==> src/hw/rtl/hri_pkg.sv <==
// Shared types, constants and helpers for the hall rotor angle interpolator.
// Used by hri_cfg, hall_rotor_angle_interpolator and the testbench.
`default_nettype none

package hri_pkg;

    // Default tick counter width
    localparam int COUNTER_BITS_DEF = 16;

    // APB register file geometry
    localparam int APB_ADDR_W = 5;
    localparam int APB_DATA_W = 32;

    // Register indexes (byte address = 4 * index)
    localparam logic [2:0] REG_POS_CORR    = 3'd0;
    localparam logic [2:0] REG_PHASE_DELTA = 3'd1;
    localparam logic [2:0] REG_INTERP_THR  = 3'd2;
    localparam logic [2:0] REG_CNT_LIMIT   = 3'd3;
    localparam logic [2:0] REG_TPS         = 3'd4;

    // Register reset values
    localparam logic [7:0]  POS_CORR_RST    = 8'd0;
    localparam logic [7:0]  PHASE_DELTA_RST = 8'd0;
    localparam logic [15:0] INTERP_THR_RST  = 16'd1000;
    localparam logic [15:0] CNT_LIMIT_RST   = 16'd8000;
    localparam logic [15:0] TPS_RST         = 16'd15625;

    // Motor modes
    localparam logic [1:0] MODE_COAST = 2'd0;
    localparam logic [1:0] MODE_SLOW  = 2'd1;
    localparam logic [1:0] MODE_RUN   = 2'd2;

    // Hall codes with special meaning
    localparam logic [2:0] HALL_ALL_LOW  = 3'd0;
    localparam logic [2:0] HALL_ALL_HIGH = 3'd7;
    localparam logic [2:0] HALL_REF      = 3'd3;

    // Speed value reported when the period is zero
    localparam logic [15:0] ERPS_MAX = 16'hffff;
    // Period value forced on coast
    localparam logic [15:0] PERIOD_MAX = 16'hffff;

    // Stream payload widths
    localparam int S_TDATA_W = 16;
    localparam int M_TDATA_W = 48;

    // Configuration register set
    typedef struct packed {
        logic [7:0]  pos_corr;
        logic [7:0]  phase_delta;
        logic [15:0] interp_thr;
        logic [15:0] cnt_limit;
        logic [15:0] tps;
    } hri_cfg_t;

    // Base angle of each hall sector, 1/256 turn
    function automatic logic [7:0] sector_base(input logic [2:0] code);
        logic [7:0] ang;
        case (code)
            3'd4:    ang = 8'd1;
            3'd6:    ang = 8'd43;
            3'd2:    ang = 8'd85;
            3'd3:    ang = 8'd128;
            3'd1:    ang = 8'd171;
            3'd5:    ang = 8'd213;
            default: ang = 8'd0;
        endcase
        return ang;
    endfunction

endpackage

`default_nettype wire

==> src/hw/rtl/hri_cfg.sv <==
// APB configuration register file for the hall rotor angle interpolator.
// Depends on hri_pkg for register indexes, reset values and hri_cfg_t.
`default_nettype none

module hri_cfg (
    input  wire logic                           aclk,
    input  wire logic                           aresetn,
    input  wire logic                           psel,
    input  wire logic                           penable,
    input  wire logic                           pwrite,
    input  wire logic [hri_pkg::APB_ADDR_W-1:0] paddr,
    input  wire logic [hri_pkg::APB_DATA_W-1:0] pwdata,
    output logic      [hri_pkg::APB_DATA_W-1:0] prdata,
    output logic                                pready,
    output hri_pkg::hri_cfg_t                   cfg
);
    import hri_pkg::*;

    hri_cfg_t   cfg_reg;
    logic [2:0] reg_idx;
    logic       wr_en;

    assign pready  = 1'b1;
    assign reg_idx = paddr[4:2];
    assign wr_en   = psel & penable & pwrite;
    assign cfg     = cfg_reg;

    // Register writes
    always_ff @(posedge aclk) begin
        if (!aresetn) begin
            cfg_reg.pos_corr    <= POS_CORR_RST;
            cfg_reg.phase_delta <= PHASE_DELTA_RST;
            cfg_reg.interp_thr  <= INTERP_THR_RST;
            cfg_reg.cnt_limit   <= CNT_LIMIT_RST;
            cfg_reg.tps         <= TPS_RST;
        end else if (wr_en) begin
            case (reg_idx)
                REG_POS_CORR:    cfg_reg.pos_corr    <= pwdata[7:0];
                REG_PHASE_DELTA: cfg_reg.phase_delta <= pwdata[7:0];
                REG_INTERP_THR:  cfg_reg.interp_thr  <= pwdata[15:0];
                REG_CNT_LIMIT:   cfg_reg.cnt_limit   <= pwdata[15:0];
                REG_TPS:         cfg_reg.tps         <= pwdata[15:0];
                default: ;
            endcase
        end
    end

    // Read mux
    always_comb begin
        case (reg_idx)
            REG_POS_CORR:    prdata = APB_DATA_W'(cfg_reg.pos_corr);
            REG_PHASE_DELTA: prdata = APB_DATA_W'(cfg_reg.phase_delta);
            REG_INTERP_THR:  prdata = APB_DATA_W'(cfg_reg.interp_thr);
            REG_CNT_LIMIT:   prdata = APB_DATA_W'(cfg_reg.cnt_limit);
            REG_TPS:         prdata = APB_DATA_W'(cfg_reg.tps);
            default:         prdata = '0;
        endcase
    end

endmodule

`default_nettype wire

==> src/hw/rtl/hri_divider.sv <==
// Shared restoring divider, one quotient bit per cycle.
// Standalone; instantiated by hall_rotor_angle_interpolator.
`default_nettype none

module hri_divider #(
    parameter int NUM_W = 24,
    parameter int DEN_W = 16
) (
    input  wire logic             aclk,
    input  wire logic             aresetn,
    input  wire logic             start,
    input  wire logic [NUM_W-1:0] num,
    input  wire logic [DEN_W-1:0] den,
    output logic                  done,
    output logic      [NUM_W-1:0] quot
);
    localparam int CNT_W = $clog2(NUM_W + 1);

    logic             busy_reg;
    logic             done_reg;
    logic [CNT_W-1:0] cnt_reg;
    logic [DEN_W-1:0] rem_reg;
    logic [DEN_W-1:0] den_reg;
    logic [NUM_W-1:0] quot_reg;

    logic [DEN_W:0]   trial;
    logic [DEN_W:0]   diff;
    logic             fits;
    logic [DEN_W-1:0] rem_next;
    logic [NUM_W-1:0] quot_next;

    // One shift-compare-subtract step
    always_comb begin
        trial     = {rem_reg, quot_reg[NUM_W-1]};
        diff      = trial - {1'b0, den_reg};
        fits      = (trial >= {1'b0, den_reg});
        rem_next  = fits ? diff[DEN_W-1:0] : trial[DEN_W-1:0];
        quot_next = {quot_reg[NUM_W-2:0], fits};
    end

    always_ff @(posedge aclk) begin
        if (!aresetn) begin
            busy_reg <= 1'b0;
            done_reg <= 1'b0;
            cnt_reg  <= '0;
        end else begin
            done_reg <= 1'b0;
            if (start) begin
                busy_reg <= 1'b1;
                cnt_reg  <= CNT_W'(NUM_W);
                rem_reg  <= '0;
                quot_reg <= num;
                den_reg  <= den;
            end else if (busy_reg) begin
                rem_reg  <= rem_next;
                quot_reg <= quot_next;
                cnt_reg  <= cnt_reg - CNT_W'(1);
                if (cnt_reg == CNT_W'(1)) begin
                    busy_reg <= 1'b0;
                    done_reg <= 1'b1;
                end
            end
        end
    end

    assign done = done_reg;
    assign quot = quot_reg;

endmodule

`default_nettype wire

==> src/hw/rtl/hall_rotor_angle_interpolator.sv <==
// Hall sensor rotor angle interpolator, top level: step sequencer and state.
// Depends on hri_pkg, hri_cfg (APB registers) and hri_divider (shared divider).
//
// Usage: one s_ transaction per PWM tick carries the hall code, a current
// sample and the ADC-busy flag. Every accepted transaction yields exactly one
// m_ transaction with rotor angle, speed in erps, filtered current, motor mode
// and interpolated sector angle.
// Sequence: the hall, counter and coast logic settle in the accept cycle; then
// one shared restoring divider runs up to two divisions, speed on a reference
// edge and the in-sector angle while running, and the result then moves into
// the output register.
// s_tready is high only while no item is in work. A finished result sits in
// the output register, so the next item may be accepted while the receiver
// stalls; a further result waits until that register is taken.
// Reset (aresetn low, synchronous) clears all state to mode running very slow,
// loads register defaults and drops m_tvalid.
// Configuration: APB registers at byte addresses 0,4,8,12,16; write only
// while no item is in work.
`default_nettype none

module hall_rotor_angle_interpolator #(
    parameter int COUNTER_BITS = hri_pkg::COUNTER_BITS_DEF
) (
    input  wire logic                           aclk,
    input  wire logic                           aresetn,
    // tdata: hall_code[2:0], current_sample[12:3], adc_busy[13], zero pad
    input  wire logic [hri_pkg::S_TDATA_W-1:0]  s_tdata,
    input  wire logic                           s_tvalid,
    output logic                                s_tready,
    // tdata: rotor_angle[7:0], speed_erps[23:8], current_avg[33:24],
    //        motor_mode[35:34], interp_angle[43:36], zero pad
    output logic      [hri_pkg::M_TDATA_W-1:0]  m_tdata,
    output logic                                m_tvalid,
    input  wire logic                           m_tready,
    input  wire logic                           psel,
    input  wire logic                           penable,
    input  wire logic                           pwrite,
    input  wire logic [hri_pkg::APB_ADDR_W-1:0] paddr,
    input  wire logic [hri_pkg::APB_DATA_W-1:0] pwdata,
    output logic      [hri_pkg::APB_DATA_W-1:0] prdata,
    output logic                                pready
);
    import hri_pkg::*;

    localparam int CB    = COUNTER_BITS;
    localparam int NUM_W = CB + 8;
    localparam int DEN_W = (CB > 16) ? CB : 16;

    typedef enum logic [2:0] {
        ST_IDLE,
        ST_ERPS_GO,
        ST_ERPS_WAIT,
        ST_INTERP_GO,
        ST_INTERP_WAIT,
        ST_LOAD
    } state_t;

    typedef struct packed {
        logic [CB-1:0] tick;
        logic [15:0]   period;
        logic [15:0]   speed;
        logic [1:0]    mode;
        logic [2:0]    last_hall;
        logic [7:0]    abs_angle;
        logic [7:0]    angle;
        logic [7:0]    interp;
        logic [11:0]   accum;
        logic [9:0]    filt;
        logic [15:0]   erps;
        logic [CB-1:0] erps_den;
        logic          need_erps;
        logic          need_interp;
    } hri_state_t;

    // State after reset: everything zero, mode running very slow
    localparam hri_state_t STATE_RST = '{mode: MODE_SLOW, default: '0};

    hri_cfg_t   cfg;
    state_t     state_reg;
    hri_state_t st_reg;
    hri_state_t st_next;
    logic       m_tvalid_reg;
    logic [M_TDATA_W-1:0] m_tdata_reg;
    logic       out_load;

    logic [2:0] in_code;
    logic [9:0] in_sample;
    logic       in_busy;

    logic             div_start;
    logic [NUM_W-1:0] div_num;
    logic [DEN_W-1:0] div_den;
    logic             div_done;
    logic [NUM_W-1:0] div_quot;

    // Hall step: one sector transition or reference edge
    function automatic hri_state_t hall_step(input hri_state_t s, input logic [2:0] code,
                                             input logic [9:0] smp, input logic busy,
                                             input hri_cfg_t c);
        hri_state_t r;
        logic [11:0] acc;
        r   = s;
        acc = s.accum;
        if (!(code == s.last_hall && s.mode != MODE_COAST)) begin
            r.last_hall = code;
            if (code != HALL_ALL_LOW && code != HALL_ALL_HIGH) begin
                if (code == HALL_REF) begin
                    // current filter: acc - acc/4 + sample
                    if (!busy) begin
                        acc     = s.accum - {2'b00, s.accum[11:2]};
                        acc     = acc + {2'b00, smp};
                        r.accum = acc;
                        r.filt  = acc[11:2];
                    end
                    r.period = 16'(s.tick);
                    if (s.mode != MODE_COAST) begin
                        r.speed = 16'(s.tick);
                    end
                    r.mode = (r.speed > c.interp_thr) ? MODE_SLOW : MODE_RUN;
                    if (s.tick == '0) begin
                        r.erps      = ERPS_MAX;
                        r.need_erps = 1'b0;
                    end else begin
                        r.need_erps = 1'b1;
                        r.erps_den  = s.tick;
                    end
                    r.tick      = '0;
                    r.interp    = '0;
                    r.abs_angle = sector_base(code) + c.phase_delta;
                    r.angle     = r.abs_angle + c.pos_corr;
                end else if (s.mode != MODE_RUN) begin
                    r.abs_angle = sector_base(code) + c.phase_delta;
                    r.angle     = r.abs_angle + c.pos_corr;
                end
            end
        end
        return r;
    endfunction

    hri_cfg u_cfg (
        .aclk    (aclk),
        .aresetn (aresetn),
        .psel    (psel),
        .penable (penable),
        .pwrite  (pwrite),
        .paddr   (paddr),
        .pwdata  (pwdata),
        .prdata  (prdata),
        .pready  (pready),
        .cfg     (cfg)
    );

    hri_divider #(
        .NUM_W (NUM_W),
        .DEN_W (DEN_W)
    ) u_div (
        .aclk    (aclk),
        .aresetn (aresetn),
        .start   (div_start),
        .num     (div_num),
        .den     (div_den),
        .done    (div_done),
        .quot    (div_quot)
    );

    assign in_code   = s_tdata[2:0];
    assign in_sample = s_tdata[12:3];
    assign in_busy   = s_tdata[13];

    // Tick update: hall step, counter, coast with repeated hall step, run check
    always_comb begin
        st_next             = st_reg;
        st_next.need_erps   = 1'b0;
        st_next.need_interp = 1'b0;
        st_next = hall_step(st_next, in_code, in_sample, in_busy, cfg);
        if (DEN_W'(st_next.tick) < DEN_W'(cfg.cnt_limit)) begin
            st_next.tick = st_next.tick + CB'(1);
        end else begin
            st_next.tick   = '0;
            st_next.period = PERIOD_MAX;
            st_next.speed  = PERIOD_MAX;
            st_next.interp = '0;
            st_next.mode   = MODE_COAST;
            st_next = hall_step(st_next, in_code, in_sample, in_busy, cfg);
        end
        if (st_next.mode == MODE_RUN) begin
            if (st_next.period == '0) begin
                st_next.interp = '0;
                st_next.angle  = st_next.abs_angle + cfg.pos_corr;
            end else begin
                st_next.need_interp = 1'b1;
            end
        end
    end

    // Divider operands
    always_comb begin
        div_start = (state_reg == ST_ERPS_GO) || (state_reg == ST_INTERP_GO);
        if (state_reg == ST_INTERP_GO) begin
            div_num = {st_reg.tick, 8'h00};
            div_den = DEN_W'(st_reg.period);
        end else begin
            div_num = NUM_W'(cfg.tps);
            div_den = DEN_W'(st_reg.erps_den);
        end
    end

    // Result moves into the output register once that register is free
    assign out_load = (state_reg == ST_LOAD) && (!m_tvalid_reg || m_tready);

    // Sequencer, state and output register
    always_ff @(posedge aclk) begin
        if (!aresetn) begin
            state_reg    <= ST_IDLE;
            m_tvalid_reg <= 1'b0;
            st_reg       <= STATE_RST;
        end else begin
            if (out_load) begin
                m_tvalid_reg <= 1'b1;
                m_tdata_reg  <= {4'h0, st_reg.interp, st_reg.mode, st_reg.filt,
                                 st_reg.erps, st_reg.angle};
            end else if (m_tready) begin
                m_tvalid_reg <= 1'b0;
            end
            case (state_reg)
                ST_IDLE: begin
                    if (s_tvalid) begin
                        st_reg <= st_next;
                        if (st_next.need_erps) begin
                            state_reg <= ST_ERPS_GO;
                        end else if (st_next.need_interp) begin
                            state_reg <= ST_INTERP_GO;
                        end else begin
                            state_reg <= ST_LOAD;
                        end
                    end
                end
                ST_ERPS_GO: begin
                    state_reg <= ST_ERPS_WAIT;
                end
                ST_ERPS_WAIT: begin
                    if (div_done) begin
                        st_reg.erps <= div_quot[15:0];
                        state_reg   <= st_reg.need_interp ? ST_INTERP_GO : ST_LOAD;
                    end
                end
                ST_INTERP_GO: begin
                    state_reg <= ST_INTERP_WAIT;
                end
                ST_INTERP_WAIT: begin
                    if (div_done) begin
                        st_reg.interp <= div_quot[7:0];
                        st_reg.angle  <= st_reg.abs_angle + cfg.pos_corr + div_quot[7:0];
                        state_reg     <= ST_LOAD;
                    end
                end
                ST_LOAD: begin
                    if (out_load) begin
                        state_reg <= ST_IDLE;
                    end
                end
                default: begin
                    state_reg <= ST_IDLE;
                end
            endcase
        end
    end

    assign s_tready = (state_reg == ST_IDLE);
    assign m_tvalid = m_tvalid_reg;
    assign m_tdata  = m_tdata_reg;

endmodule

`default_nettype wire

==> config.mk <==
export PLATFORM = sky130hd
export DESIGN_NAME = hall_rotor_angle_interpolator
export DESIGN_NICKNAME = d
export VERILOG_FILES = /design/src/hw/rtl/hri_pkg.sv /design/src/hw/rtl/hri_cfg.sv /design/src/hw/rtl/hri_divider.sv /design/src/hw/rtl/hall_rotor_angle_interpolator.sv
export SDC_FILE = /design/constraint.sdc
export NUM_CORES = 1
export LEC_CHECK = 0
export BUFFER_PORTS_ARGS = -buffer_cell sky130_fd_sc_hd__buf_2
export CORE_ASPECT_RATIO = 1.2
export CORE_UTILIZATION = 40
export DETAILED_ROUTE_END_ITERATION = 10
export GPL_TIMING_DRIVEN = 1
export HOLD_SLACK_MARGIN = 0.12
export SETUP_SLACK_MARGIN = 0.4
export SLEW_MARGIN = 0
export SYNTH_ARGS = -nofsm -noshare
export SYNTH_HDL_FRONTEND = slang
export SYNTH_HIERARCHICAL = 1
export SYNTH_SLANG_ARGS = --single-unit
==> constraint.sdc <==
create_clock -name aclk -period 16.8 [get_ports aclk]
set_input_delay 0.84 -clock aclk [delete_from_list [all_inputs] [get_ports aclk]]
set_output_delay 0.84 -clock aclk [all_outputs]
set_load 0.02 [all_outputs]
==> qor.yml, run 1 <==
cts_max_level: 2
multi_input_area_mm2: 0.01068
end_kind: "flip-flop"
gp_congestion: 0.8643
hold_path_class: "flip-flop to flip-flop"
start_util_pct: 40.54
report.final.hold_viol_count: 0
nets: 2330
critical_path_class: "primary input to flip-flop"
synth_top_family_by_area: "compound AO/OA/AOI/OAI gates"
path_delay_family: "compound AO/OA/AOI/OAI gates"
async_flop_share_pct: 0
p_leak_nw: 8.856
drv_cap: 0
ys_seq_area_share_pct: 37.49
final_area_mm2: 0.02106
grt_pass1_wl_um: 82900
largest_reg_flops: 116
setup_viol: 0
clkLatencyLatePin_ns: 0.54
coreArea_mm2: 0.04703
clkTransAtPathRegs_ns: 0.06
grt-ovfl-total: 0
synth-main-ff-cell: "dfxtp_1"
cellPowerDensity_mw_per_mm2: 118.6
port_buffers: 101
wl_per_cell_um: 19.06
outcome: "finished clean"
antenna_left: 0
grt_usage_pct: 21.47
synth-compound-area-share_pct: 18.62
synth_top_area_share_pct: 21.74
muxShareOfSynthArea_pct: 9.274
slowest_delay_ns: 0.72
syn_area_per_cell_um2: 9.143
drc: 0
grt_use_met3_pct: 2.498
cts.repair.resized: 0
dp_hpwl_um: 38310
grt_max_degree: 55
grt_most_used_layer: "met2"
holdPathStages: 0
grt_pass1_vias: 15070
dr.pass1.iters: 5
grt.met1_usage_pct: 26.60
yosysMostFrequentCell: "dfxtp_1"
crit_fanout: 36
tightest_slew_ns: 1.249
rsz0062_at_grt: "no"
post_cts_buffers: 0
dpl_cell_area_mm2: 0.01989
cp.depth: 28
die_w_um: 201.3
dieHeight_um: 241.1
hold_buffers: 0
cts_tree: "done"
clk_path_buf_depth: 3
drtIter0Drc: 1019
dp.cells: 2709
clock_sinks: 307
register_area_mm2: 0.007147
fin_setup_tns_ns: 0
drt-total-wl_um: 52890
antenna_found_initial: 1
relSlewSlack_pct: 16.72
synth_edf_count: 100
cp.required_ns: 17.25
yosys.area.top_type: "dfxtp_1"
synth_xor_xnor_area_share_pct: 3.124
synth_cell_types: 96
critPathLaunchType: "primary input"
slew_violations: 0
num_vias: 15350
cts-root-buf: "clkbuf_16"
ir_drop_mv: 0.05842
yosys_warnings: 6
synth_adder_area_share_pct: 10.88
stdcell_count: 2775
yosys-top-cells-count: "207 x dfxtp_1, 186 x nand2_1, 171 x inv_1"
critPathBufInv: 5
synthSimpleGateAreaFrac_pct: 13.53
avgViaCountPerCell: 5.533
crit_arrival_ns: 7.46
ioPinCount: 143
use_met2_pct: 37.75
fp.dieArea_mm2: 0.04854
num_rows: 87
finalCriticalPeriod_ns: 7.018
max_freq_mhz: 142.5
timing.final.crit_share_pct: 41.77
postSynthCellCount: 2085
layout-drive-gt1-share_pct: 13.91
ys_seq_elements: 307
final_util_pct: 44.77
syn-cell-area_mm2: 0.01906
fin_skew_ns: 0.02376
nFillCells: 4655
cts_made_buffers: 36
synth_area_leaders: "dfxtp_1 22%, edfxtp_1 16%, ha_1 7.4%"
ff2ff_path_depth: 26
cp_slowest_cell: "nor3b_1"
areaGrowthSynthToFinish_pct: 10.45
layout by cell type, fill, tap and decap left out, types with 21 or more instances in the layout:
master,synthesis,final
xor2_1,25,25
buf_2,13,100
conb_1,3,21
dfxtp_1,207,207
fa_1,33,33
clkbuf_16,0,39
nand3_1,26,26
a211oi_1,21,21
nor3_1,22,22
o21ai_0,141,141
a21oi_1,147,147
ha_1,113,113
mux2i_1,93,93
nor2b_1,25,25
edfxtp_1,100,100
nand2_1,186,186
mux2_2,73,73
nor2_1,155,153
inv_1,171,170
xnor2_1,43,43
routing by layer:
metal  vias to the layer above  part of all wire [%]
met2                       318                    49
met1                      7471                    44
met3                       107                   3.4
met4                         0                   3.9
met5                         -                     0
li1                       7457                     -
final timing paths:
kind	startpoint	slack, ns	to
worst max-delay path	s_tdata[0]	9.78	st_reg[71]$_SDFFE_PN0P_
worst min-delay path	st_reg[35]$_SDFFE_PN0P_	0.43	m_tdata[25]$_DFFE_PP_
worst max register to register	st_reg[83]$_SDFFE_PN1P_	10.11	st_reg[71]$_SDFFE_PN0P_
worst min register to register	st_reg[35]$_SDFFE_PN0P_	0.43	m_tdata[25]$_DFFE_PP_
report_power, final:
| part | total, W | internal, W | switching [W] |
|---|---|---|---|
| sequential | 0.000925 | 0.000858 | 0.0000665 |
| clock | 0.000778 | 0.000449 | 0.000329 |
| combinational | 0.000796 | 0.000312 | 0.000483 |
| total | 0.00250 | 0.00162 | 0.000878 |
cell type report:
type / count / area share (%)
antenna: 2 / 0.02377
inverter: 172 / 3.066
clock inverter: 17 / 0.6180
multi-input combinational: 1488 / 50.72
tap: 623 / 3.702
timing repair buffer: 119 / 3.054
clock buffer: 47 / 4.873
sequential: 307 / 33.94
metrics by stage:
step	setup WS, ns	power [W]	hold WS [ns]
after detailed placement	9.298	0.001730	0.4154
final	9.782	0.002498	0.4301
after global placement	9.347	0.001708	0.4148
after floorplan	10.63	0.001536	0.4030
after CTS	9.864	0.002516	0.4322
after global routing	9.324	0.002640	0.4457
worst register-to-register path, cell delays in order, from the launching register on:
cell and delay (ns):
dfxtp_1 0.55, nor2_1 0.07, buf_4 0.23, o41ai_4 0.59, buf_4 0.44, nand2_1 0.14
inv_1 0.08, ha_1 0.23, a21oi_1 0.14, o21ai_0 0.10, a221oi_1 0.72, and3_1 0.47
nor2_1 0.16, o21ai_1 0.36, a2bb2oi_1 0.24, o22ai_1 0.19, inv_1 0.13, ha_1 0.24
a21o_1 0.18, a21oi_1 0.20, o21ai_0 0.17, o21ai_0 0.23, nand2b_1 0.08, a21oi_1 0.17
xor2_1 0.18, xnor2_1 0.10, o41ai_2 0.19
cell families (layout without fill, tap and decap cells):
kind of cell,after synthesis,after routing
fa+ha+maj,146,146
compound gates,545,545
simple gates,541,541
flops,307,307
mux,167,167
other cells,3,23
buf+inv,308,355
xor+xnor,68,68
No activity file was read; power rests on OpenSTA's default activity.
==> run 2, diff against run 1 <==
==> constraint.sdc (replaced) <==
create_clock -name aclk -period 7.2 [get_ports aclk]
set_input_delay 0.36 -clock aclk [delete_from_list [all_inputs] [get_ports aclk]]
set_output_delay 0.36 -clock aclk [all_outputs]
set_load 0.02 [all_outputs]
==> qor.yml, run 2 (synthesized netlist as in run 1, its figures left out) <==
outcome: "finished clean"
layout_commonest_cell: "dfxtp_1"
path_delay_family: "compound AO/OA/AOI/OAI gates"
hold_slack_ns: 0.1360
fp.dieArea_mm2: 0.04854
p_int_w: 0.003811
rsz0062_at_grt: "no"
clkPwrFrac_pct: 31.1
clock_sinks: 307
crit_arrival_ns: 6.69
dr.pass1.iters: 5
report.final.hold_viol_count: 0
areaGrowthSynthToFinish_pct: 11.26
avgViaCountPerCell: 5.532
ioPinCount: 143
cts-root-buf: "clkbuf_16"
num_vias: 15430
finalCriticalPeriod_ns: 6.253
cts_tree: "done"
dp_hpwl_um: 38740
end_kind: "flip-flop"
max_freq_mhz: 159.9
layout-drive-gt1-share_pct: 14.08
p_leak_nw: 8.943
cts_made_buffers: 36
clk_path_buf_depth: 3
drtIter0Drc: 953
setup_viol: 0
clkTransAtPathRegs_ns: 0.06
final_cell_mix: "207 x dfxtp_1, 186 x nand2_1, 170 x inv_1"
cp_slowest_cell: "o41ai_4"
antenna_found_initial: 1
drc: 0
switching_share_pct: 34.58
grt_pass1_wl_um: 83440
ir_drop_mv: 0.1607
start_util_pct: 40.54
coreArea_mm2: 0.04703
cp.required_ns: 7.64
hold_path_class: "primary input to flip-flop"
cellPowerDensity_mw_per_mm2: 274.7
die_w_um: 201.3
wl_per_cell_um: 18.89
nets: 2344
port_buffers: 101
drv_cap: 0
critPathBufInv: 2
num_rows: 87
cts_max_level: 2
drt-total-wl_um: 52690
relSlewSlack_pct: 14.10
grt_pass1_vias: 15030
timing.final.crit_share_pct: 86.85
p_seq_share_pct: 37.1
slew_violations: 0
clkLatencyLatePin_ns: 0.54
antenna_cells: 0
grt_usage_pct: 21.63
dieHeight_um: 241.1
post_cts_buffers: 0
fin_setup_tns_ns: 0
slowest_delay_ns: 1.00
fin_skew_ns: 0.02116
tightest_slew_ns: 1.289
crit_chain: "nor2_1, o41ai_4, buf_4, and2_1, ha_1, a21oi_1, nor2_1, o31ai_1, and3_1, nor2_1, o21ai_1, a2bb2oi_1, o22ai_1, inv_1, ha_1, a21o_1, a21oi_1, o21ai_0, o21ai_0, nand2b_1, a21oi_1, xor2_1, xnor2_1, o41ai_2"
antenna_left: 0
grt-ovfl-total: 0
critPathLaunchType: "flip-flop"
p_comb_share_pct: 31.7
power.switching_w: 0.002015
gp_congestion: 0.8900
grt_max_degree: 78
crit_fanout: 19
largest_reg_flops: 116
critical_path_class: "flip-flop to flip-flop"
==> run 2: worst paths after layout <==
path                                         startpoint                       to  slack [ns]  depth (start not counted)
worst max-delay path            st_reg[83]$_SDFFE_PN1P_  st_reg[71]$_SDFFE_PN0P_        0.95                         24
worst min-delay path                         s_tdata[1]  st_reg[81]$_SDFFE_PN0P_        0.14                          3
worst max register to register  st_reg[83]$_SDFFE_PN1P_  st_reg[71]$_SDFFE_PN0P_        0.95                         24
worst min register to register  st_reg[35]$_SDFFE_PN0P_    m_tdata[25]$_DFFE_PP_        0.43                          0
==> run 2: per-layer routing <==
metal	vias to the layer above	global-route usage [%]	wire length, um
met3	97	2.430	1788
met4	0	9.068	2084
met5	-	0	0
met1	7538	26.48	22480
li1	7493	-	-
met2	302	38.56	26340
==> run 2: area by class of cell <==
cell class	count	area, um^2
Multi-Input combinational cell	1488	10680
Tap cell	623	779.5
Inverter	172	645.6
Timing Repair Buffer	133	765.7
Clock buffer	53	1067
Fill cell	4563	25820
Sequential cell	307	7147
Clock inverter	13	125.1
==> run 2: what timing repair did <==
action / in CTS / in global routing
hold endpoints to repair: 10 / 0
hold buffers: 7 / 0
resized for setup: 0 / 0
==> run 2: stage by stage <==
stage	area [um^2]	total power, W	setup slack, ns	utilization (%)	cells
after floorplan	19130	0.003584	1.507	-	2103
after global routing	21210	0.006180	0.4831	45.10	2789
after global placement	19950	0.003992	1.010	42.42	2716
after detailed placement	19950	0.004038	0.9467	42.42	2716
final	21210	0.005827	0.9470	45.10	2789
after CTS	21210	0.005863	1.076	45.10	2789
==> run 2: power groups by stage <==
stage | clock (W) | sequential [W] | combinational, W
floorplan | 0 | 0.00213 | 0.00145
global placement | 0 | 0.00219 | 0.00180
detailed placement | 0 | 0.00220 | 0.00184
CTS | 0.00185 | 0.00216 | 0.00185
global route | 0.00193 | 0.00218 | 0.00207
finish | 0.00181 | 0.00216 | 0.00185
==> run 2: worst reg2reg max path: cells and delay by family, from the launching register on <==
family / cells / cell delay (ns)
simple gates: 6 / 0.97
compound gates: 12 / 3.53
fa+ha+maj: 2 / 0.47
flops: 1 / 0.47
buf+inv: 2 / 0.44
xor+xnor: 2 / 0.28
==> run 3, diff against run 2 <==
--- a/config.mk
+++ b/config.mk
@@ -7,7 +7,7 @@
 export LEC_CHECK = 0
 export BUFFER_PORTS_ARGS = -buffer_cell sky130_fd_sc_hd__buf_2
 export CORE_ASPECT_RATIO = 1.2
-export CORE_UTILIZATION = 40
+export CORE_UTILIZATION = 30
 export DETAILED_ROUTE_END_ITERATION = 10
 export GPL_TIMING_DRIVEN = 1
 export HOLD_SLACK_MARGIN = 0.12
==> qor.yml, run 3 (synthesized netlist as in run 1, its figures left out) <==
grt_pass1_wl_um: 86150
crit_end: "st_reg[71]$_SDFFE_PN0P_"
place_ws_ns: 0.6997
drt-total-wl_um: 55130
dieHeight_um: 278.1
stdcell_count: 2974
cellPowerDensity_mw_per_mm2: 274.9
grt_pass1_vias: 15510
reg2reg_from: "st_reg[83]$_SDFFE_PN1P_"
clock_sinks: 307
drc: 0
slowest_delay_ns: 0.59
clkPwrFrac_pct: 31.6
start_util_pct: 30.53
relSlewSlack_pct: 21.93
cts_tree: "done"
fin_skew_ns: 0.02359
clkTransAtPathRegs_ns: 0.06
reg2reg_to: "st_reg[71]$_SDFFE_PN0P_"
crit_start: "st_reg[83]$_SDFFE_PN1P_"
hold_slack_ns: 0.1224
critPathLaunchType: "flip-flop"
max_freq_mhz: 169.2
final_cell_mix: "207 x dfxtp_1, 186 x nand2_1, 170 x inv_1"
dp.cells: 2902
dp_hpwl_um: 40640
crit_fanout: 19
p_seq_share_pct: 36.6
critical_path_class: "flip-flop to flip-flop"
clkLatencyLatePin_ns: 0.54
cts-root-buf: "clkbuf_16"
antenna_cells: 0
ioPinCount: 143
p_int_w: 0.003839
cts_made_buffers: 34
port_buffers: 101
grt_max_degree: 81
rsz0062_at_grt: "no"
cts_max_level: 2
coreArea_mm2: 0.06243
p_leak_nw: 8.907
nets: 2338
gp_congestion: 0.8756
dpl_cell_area_mm2: 0.02014
antenna_left: 0
setup_viol: 0
antenna_found_initial: 1
grt-ovfl-total: 0
dr.pass1.iters: 5
fp.dieArea_mm2: 0.06456
path_common_cell: "nor2_1"
num_vias: 15550
register_area_mm2: 0.007147
end_kind: "flip-flop"
die_w_um: 232.1
rrSetupSlack_ns: 1.29
slew_violations: 0
drv_cap: 0
finalCriticalPeriod_ns: 5.911
switching_share_pct: 34.76
outcome: "finished clean"
fin_setup_tns_ns: 0
cp.required_ns: 7.63
layout-drive-gt1-share_pct: 13.99
avgViaCountPerCell: 5.229
timing.final.crit_share_pct: 82.10
drtIter0Drc: 1005
p_comb_share_pct: 31.8
nFillCells: 6305
ff2ff_path_depth: 26
num_rows: 100
layout_commonest_cell: "dfxtp_1"
report.final.hold_viol_count: 0
fin_ws_ns: 1.289
clk_path_buf_depth: 3
grt_usage_pct: 16.83
multi_input_area_mm2: 0.01068
areaGrowthSynthToFinish_pct: 12.30
final_area_mm2: 0.02141
hold_path_class: "primary input to flip-flop"
tightest_slew_ns: 1.168
crit_arrival_ns: 6.35
power.switching_w: 0.002045
cp_slowest_cell: "a221oi_1"
ir_drop_mv: 0.1624
largest_reg_flops: 116
wl_per_cell_um: 18.54
==> run 3: cell types whose count changed in the layout (fill, tap and decap cells not counted), sizes merged <==
| cell | change |
|---|---|
| clkinv | -2 |
| bufinv | +4 |
| buf | -4 |
| inv | +3 |
| clkbuf | -11 |
| clkinvlp | +2 |
==> run 3: repair_timing <==
| item | CTS | global route |
|---|---|---|
| endpoints found under the setup margin | 0 | 1 |
| setup buffers | 0 | 3 |
| hold endpoints to repair | 8 | 1 |
| hold buffers | 6 | 1 |
| gates resized for setup | 0 | 0 |
==> run 3: power groups by stage <==
stage / logic, W / clock network, W / registers, W
global route: 0.00208 / 0.00196 / 0.00217
CTS: 0.00187 / 0.00188 / 0.00216
floorplan: 0.00145 / 0 / 0.00213
finish: 0.00187 / 0.00186 / 0.00216
detailed placement: 0.00185 / 0 / 0.00219
global placement: 0.00179 / 0 / 0.00219
==> run 3: through the flow <==
step	util [%]	power [W]
after floorplan	-	0.003584
after global placement	32.25	0.003976
after detailed placement	32.25	0.004044
after CTS	34.23	0.005911
after global routing	34.29	0.006215
final	34.29	0.005884
==> run 3: area by class of cell <==
| cell class | instances | share of cell area (%) |
|---|---|---|
| multi-input cells | 1488 | 49.91 |
| flip-flops and latches | 307 | 33.38 |
| well taps | 816 | 4.769 |
| clock buffers | 42 | 4.307 |
| repair buffers | 129 | 3.437 |
| inverters | 172 | 3.016 |
| clock inverters | 20 | 1.181 |
==> run 3: layer usage <==
layer,up-vias,track usage [%],share of wire [%]
li1,7460,-,-
met1,7553,19.20,40
met2,400,30.09,50
met3,137,2.182,4.0
met4,2,9.194,5.8
met5,-,0,0.022
==> run 3: worst min-delay path by stage <==
stage	from	to	slack, ns	depth (start not counted)
3_5_place_dp	st_reg[40]$_SDFFE_PN0P_	m_tdata[30]$_DFFE_PP_	0.41	0
5_1_grt	pwdata[13]	u_cfg/cfg[45]$_SDFFE_PN0P_	0.13	3
2_1_floorplan	st_reg[35]$_SDFFE_PN0P_	m_tdata[25]$_DFFE_PP_	0.40	0
6_report	pwdata[13]	u_cfg/cfg[29]$_SDFFE_PN0P_	0.12	3
4_1_cts	s_tdata[1]	st_reg[81]$_SDFFE_PN0P_	0.12	3
3_3_place_gp	st_reg[42]$_SDFFE_PN0P_	m_tdata[32]$_DFFE_PP_	0.41	0
==> run 3: critical path, delay by kind of cell, from the launching register on <==
kind	cells	cell delay [ns]
compound gates	12	2.69
simple gates	7	1.37
buf+inv	3	0.53
fa+ha+maj	2	0.49
flops	1	0.47
xor+xnor	2	0.29
